`src/rtl/afrng_pkg.sv`:
```
// ----------------------------------------------------------------------------
// afrng_pkg: shared types and constants of the additive-feedback generator
// Table geometry, seeding constants, operation codes and the command and
// status bundles between the controller and the datapath.
// ----------------------------------------------------------------------------
package afrng_pkg;

  localparam int TABLE_DEGREE   = 31;
  localparam int TAP_SEPARATION = 3;
  localparam int WARMUP_DRAWS   = 310;

  localparam int IDX_W     = 5;
  localparam int WORD_W    = 32;
  localparam int VALUE_W   = 31;
  localparam int WU_W      = 10;
  localparam int REM_W     = 17;
  localparam int QUO_W     = 15;
  localparam int DIV_CNT_W = 2;
  localparam int DIV_STEPS = 2;
  localparam int PLO_W     = 32;
  localparam int PHI_W     = 27;
  localparam int PM_SHIFT  = 48;

  localparam logic [WORD_W-1:0] ZERO_SEED_SUB = 32'd123459876;
  localparam logic [REM_W-1:0]  PM_DIVISOR    = 17'd127773;
  localparam logic [QUO_W-1:0]  PM_MULT       = 15'd16807;
  localparam logic [11:0]       PM_CORR       = 12'd2836;
  localparam logic [WORD_W:0]   PM_MOD        = 33'h07fffffff;

  // Rounded-up reciprocal of the divisor, scaled by 2^PM_SHIFT.
  localparam logic [WORD_W-1:0] PM_RECIP =
    WORD_W'(((64'd1 << PM_SHIFT) + 64'(PM_DIVISOR) - 64'd1) / 64'(PM_DIVISOR));

  localparam logic OP_DRAW = 1'b0;
  localparam logic OP_SEED = 1'b1;

  typedef struct packed {
    logic rd_en;      // read the front and rear words
    logic draw_wr;    // write the sum back to the front word, advance indices
    logic out_load;   // capture the draw result in the output register
    logic seed_wr;    // write the seed into word 0
    logic pm_init;    // start a seeding step from the previous word
    logic pm_quo;     // form the quotient of the seeding division
    logic pm_rem;     // form the remainder of the seeding division
    logic pm_mul;     // form the two seeding products
    logic pm_wr;      // write the seeding result to the next word
    logic idx_reset;  // return the indices to their starting places
  } afrng_cmd_t;

  typedef struct packed {
    logic last_word;  // the seeding step writes the last table word
  } afrng_sts_t;

endpackage

```
`src/rtl/afrng_ctrl.sv`:
```
// ----------------------------------------------------------------------------
// afrng_ctrl: sequencer of the additive-feedback generator
// Takes requests, steps the datapath through draws, seeding steps and the
// warm-up draws, and owns the output valid flag.
// ----------------------------------------------------------------------------
module afrng_ctrl (
  input  logic                   clk,
  input  logic                   rst_n,
  input  logic                   in_tvalid,
  input  logic                   in_tuser,
  output logic                   in_tready,
  output logic                   out_tvalid,
  input  logic                   out_tready,
  output afrng_pkg::afrng_cmd_t  cmd,
  input  afrng_pkg::afrng_sts_t  sts
);
  import afrng_pkg::*;

  localparam logic [2:0] S_IDLE    = 3'd0;
  localparam logic [2:0] S_DRAW_WB = 3'd1;
  localparam logic [2:0] S_PM_INIT = 3'd2;
  localparam logic [2:0] S_PM_DIV  = 3'd3;
  localparam logic [2:0] S_PM_MUL  = 3'd4;
  localparam logic [2:0] S_PM_WR   = 3'd5;
  localparam logic [2:0] S_WU_RD   = 3'd6;
  localparam logic [2:0] S_WU_WB   = 3'd7;

  logic [2:0]           state_r, state_nxt;
  logic [DIV_CNT_W-1:0] div_cnt_r, div_cnt_nxt;
  logic [WU_W-1:0]      wu_cnt_r, wu_cnt_nxt;
  logic                 out_valid_r, out_valid_nxt;

  always_comb begin
    state_nxt   = state_r;
    div_cnt_nxt = div_cnt_r;
    wu_cnt_nxt  = wu_cnt_r;
    cmd         = '0;
    in_tready   = 1'b0;
    case (state_r)
      S_IDLE: begin
        in_tready = 1'b1;
        if (in_tvalid) begin
          if (in_tuser == OP_SEED) begin
            cmd.seed_wr = 1'b1;
            state_nxt   = S_PM_INIT;
          end else begin
            cmd.rd_en = 1'b1;
            state_nxt = S_DRAW_WB;
          end
        end
      end
      S_DRAW_WB: begin
        // The read data waits here while the previous result is not taken.
        if (!out_valid_r || out_tready) begin
          cmd.draw_wr  = 1'b1;
          cmd.out_load = 1'b1;
          state_nxt    = S_IDLE;
        end
      end
      S_PM_INIT: begin
        cmd.pm_init = 1'b1;
        div_cnt_nxt = '0;
        state_nxt   = S_PM_DIV;
      end
      S_PM_DIV: begin
        // The quotient comes first, the remainder in the last step.
        div_cnt_nxt = div_cnt_r + 1'b1;
        if (div_cnt_r == DIV_CNT_W'(DIV_STEPS - 1)) begin
          cmd.pm_rem = 1'b1;
          state_nxt  = S_PM_MUL;
        end else begin
          cmd.pm_quo = 1'b1;
        end
      end
      S_PM_MUL: begin
        cmd.pm_mul = 1'b1;
        state_nxt  = S_PM_WR;
      end
      S_PM_WR: begin
        cmd.pm_wr = 1'b1;
        if (sts.last_word) begin
          cmd.idx_reset = 1'b1;
          wu_cnt_nxt    = WU_W'(WARMUP_DRAWS);
          state_nxt     = (WARMUP_DRAWS == 0) ? S_IDLE : S_WU_RD;
        end else begin
          state_nxt = S_PM_INIT;
        end
      end
      S_WU_RD: begin
        cmd.rd_en = 1'b1;
        state_nxt = S_WU_WB;
      end
      S_WU_WB: begin
        cmd.draw_wr = 1'b1;
        wu_cnt_nxt  = wu_cnt_r - 1'b1;
        state_nxt   = (wu_cnt_r == WU_W'(1)) ? S_IDLE : S_WU_RD;
      end
      default: begin
        state_nxt = S_IDLE;
      end
    endcase
  end

  always_comb begin
    if (cmd.out_load) begin
      out_valid_nxt = 1'b1;
    end else if (out_tready) begin
      out_valid_nxt = 1'b0;
    end else begin
      out_valid_nxt = out_valid_r;
    end
  end

  always_ff @(posedge clk) begin
    if (!rst_n) begin
      state_r     <= S_IDLE;
      div_cnt_r   <= '0;
      wu_cnt_r    <= '0;
      out_valid_r <= 1'b0;
    end else begin
      state_r     <= state_nxt;
      div_cnt_r   <= div_cnt_nxt;
      wu_cnt_r    <= wu_cnt_nxt;
      out_valid_r <= out_valid_nxt;
    end
  end

  assign out_tvalid = out_valid_r;

  // A new result never overwrites one that is still waiting.
  a_no_overwrite: assert property (@(posedge clk) disable iff (!rst_n)
    cmd.out_load |-> (!out_valid_r || out_tready))
    else $error("result overwritten while waiting");

  // A reseed request leads straight into the seeding sequence.
  a_seed_start: assert property (@(posedge clk) disable iff (!rst_n)
    (in_tvalid && in_tready && in_tuser == OP_SEED) |=> state_r == S_PM_INIT)
    else $error("reseed did not start seeding");

  // The division never runs past its step count.
  a_div_bound: assert property (@(posedge clk) disable iff (!rst_n)
    state_r == S_PM_DIV |-> div_cnt_r < DIV_CNT_W'(DIV_STEPS))
    else $error("division step count out of range");

  // A warm-up write-back always has draws left to count.
  a_wu_count: assert property (@(posedge clk) disable iff (!rst_n)
    state_r == S_WU_WB |-> wu_cnt_r != '0)
    else $error("warm-up counter underflow");

endmodule

```
`src/rtl/afrng_dp.sv`:
```
// ----------------------------------------------------------------------------
// afrng_dp: datapath of the additive-feedback generator
// Holds the feedback table, the two indices, the draw adder, the seeding
// divider and multipliers, and the output register.
// ----------------------------------------------------------------------------
module afrng_dp (
  input  logic                            clk,
  input  logic                            rst_n,
  input  afrng_pkg::afrng_cmd_t           cmd,
  input  logic [afrng_pkg::WORD_W-1:0]    seed_in,
  output afrng_pkg::afrng_sts_t           sts,
  output logic [afrng_pkg::VALUE_W-1:0]   value_o
);
  import afrng_pkg::*;

  logic [WORD_W-1:0]       mem [TABLE_DEGREE];
  logic [TABLE_DEGREE-1:0] valid_r;
  logic [WORD_W-1:0]       rd_f_r, rd_r_r;
  logic [IDX_W-1:0]        f_r, r_r;
  logic [IDX_W-1:0]        seed_idx_r;
  logic [WORD_W-1:0]       x_r;
  logic                    neg_r;
  logic [WORD_W-1:0]       mag_r;
  logic [REM_W-1:0]        rem_r;
  logic [QUO_W-1:0]        q_r;
  logic [PLO_W-1:0]        p_lo_r;
  logic [PHI_W-1:0]        p_hi_r;
  logic [VALUE_W-1:0]      value_r;

  logic                    wr_en;
  logic [IDX_W-1:0]        wr_addr;
  logic [WORD_W-1:0]       wr_data;
  logic [WORD_W-1:0]       sum;
  logic [WORD_W-1:0]       xs, mag;
  logic [2*WORD_W-1:0]     quo_prod;
  logic [WORD_W-1:0]       rem_full;
  logic signed [WORD_W:0]  diff, sgn, adj;
  logic [WORD_W-1:0]       pm_res;

  function automatic logic [IDX_W-1:0] idx_inc(input logic [IDX_W-1:0] i);
    return (i == IDX_W'(TABLE_DEGREE - 1)) ? '0 : i + 1'b1;
  endfunction

  assign sum = rd_f_r + rd_r_r;

  // Seeding step: the zero substitute, then the magnitude for the division.
  assign xs  = (x_r == '0) ? ZERO_SEED_SUB : x_r;
  assign mag = xs[WORD_W-1] ? (~xs + 1'b1) : xs;

  // Division by the Park-Miller quotient constant through its reciprocal.
  // The magnitude never exceeds 2^31, and over that range the rounded-up
  // reciprocal with this shift gives the exact quotient. The remainder
  // follows from the registered quotient by multiply and subtract.
  assign quo_prod = (2*WORD_W)'(mag_r) * (2*WORD_W)'(PM_RECIP);
  assign rem_full = mag_r - WORD_W'(q_r) * WORD_W'(PM_DIVISOR);

  // Truncating signed division gives both quotient and remainder the sign
  // of the dividend, so the whole difference simply takes that sign.
  assign diff   = $signed({1'b0, p_lo_r}) - $signed({6'b0, p_hi_r});
  assign sgn    = neg_r ? -diff : diff;
  assign adj    = sgn[WORD_W] ? sgn + $signed(PM_MOD) : sgn;
  assign pm_res = adj[WORD_W-1:0];

  assign sts.last_word = (seed_idx_r == IDX_W'(TABLE_DEGREE - 1));

  always_comb begin
    wr_en   = 1'b0;
    wr_addr = f_r;
    wr_data = sum;
    if (cmd.draw_wr) begin
      wr_en = 1'b1;
    end else if (cmd.seed_wr) begin
      wr_en   = 1'b1;
      wr_addr = '0;
      wr_data = seed_in;
    end else if (cmd.pm_wr) begin
      wr_en   = 1'b1;
      wr_addr = seed_idx_r;
      wr_data = pm_res;
    end
  end

  always_ff @(posedge clk) begin
    if (wr_en) begin
      mem[wr_addr] <= wr_data;
    end
    if (cmd.rd_en) begin
      rd_f_r <= valid_r[f_r] ? mem[f_r] : '0;
      rd_r_r <= valid_r[r_r] ? mem[r_r] : '0;
    end
  end

  always_ff @(posedge clk) begin
    if (!rst_n) begin
      valid_r <= '0;
      f_r     <= IDX_W'(TAP_SEPARATION);
      r_r     <= '0;
    end else begin
      if (wr_en) begin
        valid_r[wr_addr] <= 1'b1;
      end
      if (cmd.idx_reset) begin
        f_r <= IDX_W'(TAP_SEPARATION);
        r_r <= '0;
      end else if (cmd.draw_wr) begin
        f_r <= idx_inc(f_r);
        r_r <= idx_inc(r_r);
      end
    end
  end

  always_ff @(posedge clk) begin
    if (cmd.seed_wr) begin
      x_r        <= seed_in;
      seed_idx_r <= IDX_W'(1);
    end else if (cmd.pm_wr) begin
      x_r        <= pm_res;
      seed_idx_r <= seed_idx_r + 1'b1;
    end
    if (cmd.pm_init) begin
      neg_r <= xs[WORD_W-1];
      mag_r <= mag;
    end
    if (cmd.pm_quo) begin
      q_r <= quo_prod[PM_SHIFT+QUO_W-1:PM_SHIFT];
    end
    if (cmd.pm_rem) begin
      rem_r <= rem_full[REM_W-1:0];
    end
    if (cmd.pm_mul) begin
      p_lo_r <= PLO_W'(rem_r) * PLO_W'(PM_MULT);
      p_hi_r <= PHI_W'(q_r) * PHI_W'(PM_CORR);
    end
    if (cmd.out_load) begin
      value_r <= sum[WORD_W-1:1];
    end
  end

  assign value_o = value_r;

endmodule

```
`src/rtl/additive_feedback_rng.sv`:
```
// ----------------------------------------------------------------------------
// additive_feedback_rng: lagged additive-feedback random number generator
// A 31-word table with taps three apart; each draw adds the rear word into
// the front word and returns its top 31 bits. A reseed refills the table
// through a Park-Miller sequence and runs the warm-up draws.
// ----------------------------------------------------------------------------
//
//   Channel | Ports       | Payload
//   --------+-------------+----------------------------------------------
//   in      | in_t*       | tuser: opcode (0 draw, 1 reseed); tdata: seed
//   out     | out_t*      | tdata[30:0]: value, tdata[31] zero
//
// A draw reads the front and rear words, then writes the sum back and
// loads the output register. A reseed writes the seed into word 0, then
// fills the other 30 words in turn (each word takes an operand step, a
// division by reciprocal multiplication in a quotient step and a
// remainder step, a multiply step and a write step), then runs 310
// warm-up draws; no request is taken until the reseed ends.
// Reset clears the table to zeros through per-word valid bits, so draws
// return zero until the first reseed. A stalled output holds a draw in its
// write-back cycle; reseed requests are still taken while a result waits.
//
module additive_feedback_rng (
  input  logic        clk,
  input  logic        rst_n,
  input  logic        in_tvalid,
  output logic        in_tready,
  input  logic [31:0] in_tdata,   // [31:0] seed
  input  logic        in_tuser,   // [0] opcode
  output logic        out_tvalid,
  input  logic        out_tready,
  output logic [31:0] out_tdata   // [30:0] value, [31] zero fill
);
  import afrng_pkg::*;

  afrng_cmd_t         cmd;
  afrng_sts_t         sts;
  logic [VALUE_W-1:0] value;

  // The controller sequences requests; the datapath holds all the words.
  afrng_ctrl u_ctrl (
    .clk        (clk),
    .rst_n      (rst_n),
    .in_tvalid  (in_tvalid),
    .in_tuser   (in_tuser),
    .in_tready  (in_tready),
    .out_tvalid (out_tvalid),
    .out_tready (out_tready),
    .cmd        (cmd),
    .sts        (sts)
  );

  afrng_dp u_dp (
    .clk     (clk),
    .rst_n   (rst_n),
    .cmd     (cmd),
    .seed_in (in_tdata),
    .sts     (sts),
    .value_o (value)
  );

  // The result is 31 bits wide; the top bit of the byte-aligned bus is zero.
  assign out_tdata = {1'b0, value};

endmodule
```
`config.mk`:
```
export PLATFORM = sky130hd
export DESIGN_NAME = additive_feedback_rng
export DESIGN_NICKNAME = d
export VERILOG_FILES = /design/src/rtl/afrng_pkg.sv /design/src/rtl/afrng_ctrl.sv /design/src/rtl/afrng_dp.sv /design/src/rtl/additive_feedback_rng.sv
export SDC_FILE = /design/constraint.sdc
export NUM_CORES = 2
export LEC_CHECK = 0
export ABC_CLOCK_PERIOD_IN_PS = 9500
export BUFFER_PORTS_ARGS = -buffer_cell sky130_fd_sc_hd__buf_2
export CORE_ASPECT_RATIO = 1.75
export CORE_MARGIN = 2
export CORE_UTILIZATION = 55
export DETAILED_ROUTE_END_ITERATION = 6
export PLACE_DENSITY = 0.7
export SLEW_MARGIN = 10
export SYNTH_ARGS = -nofsm -noshare
export SYNTH_HDL_FRONTEND = slang
export SYNTH_SLANG_ARGS = --single-unit
```
`constraint.sdc`:
```
create_clock -name clk -period 9.5 [get_ports clk]
set_clock_uncertainty 0.05 [all_clocks]
set_input_delay 0.95 -clock clk [delete_from_list [all_inputs] [get_ports clk]]
set_output_delay 0.95 -clock clk [all_outputs]
set_load 0.005 [all_outputs]
```
==> results.cfg <==
[layout]
final_cell_mix = edfxtp_1, inv_1, ha_1, mux4_2, fa_1
multi_input_area_um2 = 44700
drive_above_1_share = 0.171
seqCellArea_um2 = 38500
areaGrowthSynthToFinish_pct = 8.42
num-nets-final = 7418
fillers = 12000
final_common_cell = edfxtp_1

[min_path]
whs_path_depth = 1
hp-class = reg2reg
hold_end = u_dp.valid_r[11]$_SDFFE_PN0N_
min_from = u_dp.valid_r[11]$_SDFFE_PN0N_

[critical_path]
cp_common_cell = fa_1
critPathTopFamily = adder cells
start_kind = flop
cp_num_buf_inv = 5
r2r_end = u_dp.q_r[14]$_DFFE_PP_
r2r_cells = 28
r2r_slack_ns = 0.90
crit_path_max_fanout = 12
end_kind = flop
slowest_delay_ns = 0.85
crit_arrival_ns = 9.03
crit_path_top_delay_cell = edfxtp_1
crit_required_ns = 9.93
path_class = reg2reg
r2r_start = u_dp.mag_r[26]$_DFFE_PP_

[global_route]
grt-ovfl-total = 0
track_usage = 0.320
grt_antenna_before_repair = 14
grt_pass1_vias = 57100
grt_max_degree = 140
grt_pass1_wl_um = 371000

[clock_tree]
clkTransAtPathRegs_ns = 0.07
cts_tree = yes
cts-resized-gates = 0
postCtsHoldBufs = 0
cts_num_sinks = 1303
postCtsSetupBuffers = 0
clkLatencyLatePin_ns = 0.77
h-tree-depth = 3
root_buffer = clkbuf_16
cts_buffer_depth = 3
cts-buffers-inserted = 114

[sta]
hold_viol_final = 0
period_share = 0.905
slew_viol_final = 0
setup_violations = 0
min_period_ns = 8.60
fmax_mhz = 116
relSlewSlack = 0.0362
rsz0062_at_grt = no
tns_ns = 0
worst_pin_slew_ns = 1.44

[placed_design]
place_congestion = 1.08
io_buffers = 69
dp_hpwl_um = 179000

[synth]
synth-async-reset-ratio = 0
ys_warn_count = 0
synth_nets = 7348
ys_seq_area_frac = 0.443
synth_edf_count = 1241
netlist_area_um2 = 86900
synth_cells = 6068
synth_ff_type = edfxtp_1
yosysUniqueCellTypes = 87
ys_ff_latch = 1303
avgSynthCellArea_um2 = 14.3

[routing]
drt-pass1-iter-count = 5
drc = 0
via_per_inst = 6.44
wire_per_inst_um = 30.7
first_iter_violations = 5024
wirelength_um = 254000
final_antenna_net_count = 0
vias = 53400

[run]
drv_cap = 0

[floorplan]
die_height_um = 530
start_util = 0.552
io_pins = 71
die_area_um2 = 161000
die_w_um = 304
num_rows = 193
coreArea_um2 = 157000

[status]
outcome = finished clean
## worst register-to-register path: cells and delay by family, from the launching register on
family	cells	cell delay, ns
xor gates and xnor gates	1	0.15
buffers and inverters	5	0.44
and+or+nand+nor	1	0.22
adders and majority gates	9	3.70
DFF	1	0.85
AOI/OAI and AO/OA	12	2.95
## synthesized netlist by cell type, types with 21 or more instances
master    instances  area [µm²]
edfxtp_1       1241       37300
inv_1           869        3260
ha_1            733        9170
mux4_2          593       13400
fa_1            510       10200
nand2_1         230         863
nor2_1          222         833
o21ai_0         194         971
xnor2_1         166        1450
a21oi_1         165         826
clkbuf_1        163         612
mux2i_1         140        1400
a21o_1           73         548
buf_1            66         248
dfxtp_1          62        1240
xor2_1           56         490
nor3_1           53         265
o21a_1           49         368
nand3_1          33         165
nand4_1          31         194
nand2b_1         30         188
nor2b_1          29         181
o211ai_1         29         218
o21bai_1         28         210
a31oi_1          23         144
and2_1           21         131
## through the flow
| step | std cells | util | hold WS (ns) | worst slack, ns | instance area (µm²) |
|---|---|---|---|---|---|
| final | 8291 | 0.599 | 0.435 | 0.899 | 94200 |
| after global routing | 8284 | 0.598 | 0.438 | 0.494 | 94200 |
| after CTS | 8283 | 0.598 | 0.410 | 1.08 | 94200 |
| after detailed placement | 8069 | 0.574 | 0.416 | 1.08 | 90300 |
| after global placement | 8069 | 0.574 | 0.408 | 1.18 | 90300 |
| after floorplan | 6068 | - | 0.402 | 2.00 | 86900 |
## how the worst max path moves through the flow
stage	from	to	depth (start not counted)
2_1_floorplan	u_dp.mag_r[26]$_DFFE_PP_	u_dp.q_r[13]$_DFFE_PP_	27
3_3_place_gp	u_dp.mag_r[26]$_DFFE_PP_	u_dp.q_r[12]$_DFFE_PP_	28
3_5_place_dp	u_dp.mag_r[26]$_DFFE_PP_	u_dp.q_r[14]$_DFFE_PP_	28
4_1_cts	u_dp.mag_r[26]$_DFFE_PP_	u_dp.q_r[14]$_DFFE_PP_	28
5_1_grt	u_dp.mag_r[26]$_DFFE_PP_	u_dp.q_r[14]$_DFFE_PP_	28
6_report	u_dp.mag_r[26]$_DFFE_PP_	u_dp.q_r[14]$_DFFE_PP_	28
## registers in the layout, summed over array words and instances (netlist names)
signal             count
u_dp.mem             992
u_dp.mag_r            32
u_dp.p_lo_r           32
u_dp.rd_f_r           32
u_dp.rd_r_r           32
u_dp.x_r              32
u_dp.valid_r          31
u_dp.value_o          31
u_dp.p_hi_r           25
u_dp.rem_r            17
u_dp.q_r              15
u_ctrl.wu_cnt_r       10
u_dp.f_r               5
u_dp.r_r               5
u_dp.seed_idx_r        5
u_ctrl.state_r         3
u_ctrl.div_cnt_r       2
u_ctrl.out_tvalid      1
u_dp.neg_r             1
## kinds of logic (layout without fill, tap and decap cells)
group / count (synthesis) / count (layout) / share of synthesized area
flops: 1303 / 1303 / 0.443
buf+inv: 1104 / 1272 / 0.0478
simple gates: 759 / 759 / 0.0416
compound gates: 696 / 696 / 0.0512
fa+ha+maj: 1243 / 1243 / 0.223
other cells: 1 / 9 / 0.0000431
xor+xnor: 223 / 223 / 0.0227
mux: 739 / 739 / 0.171
## per-layer routing
metal,routed length (µm),GRT usage,vias to the layer above
met3,16600,0.0423,881
met1,83800,0.353,27600
met5,71,0,-
met2,130000,0.558,2413
met4,24100,0.255,10
li1,-,-,22600
## area by class of cell
| class | count | area share |
|---|---|---|
| timing repair buffer | 188 | 0.0139 |
| sequential | 1303 | 0.409 |
| clock buffer | 141 | 0.0318 |
| multi-input combinational | 3661 | 0.474 |
| clock inverter | 73 | 0.00927 |
| antenna | 8 | 0.000212 |
| tap | 2047 | 0.0272 |
| inverter | 870 | 0.0347 |
Power is not shown: default switching activity piles up to over one toggle a cycle in this logic, so the estimate is an artifact.
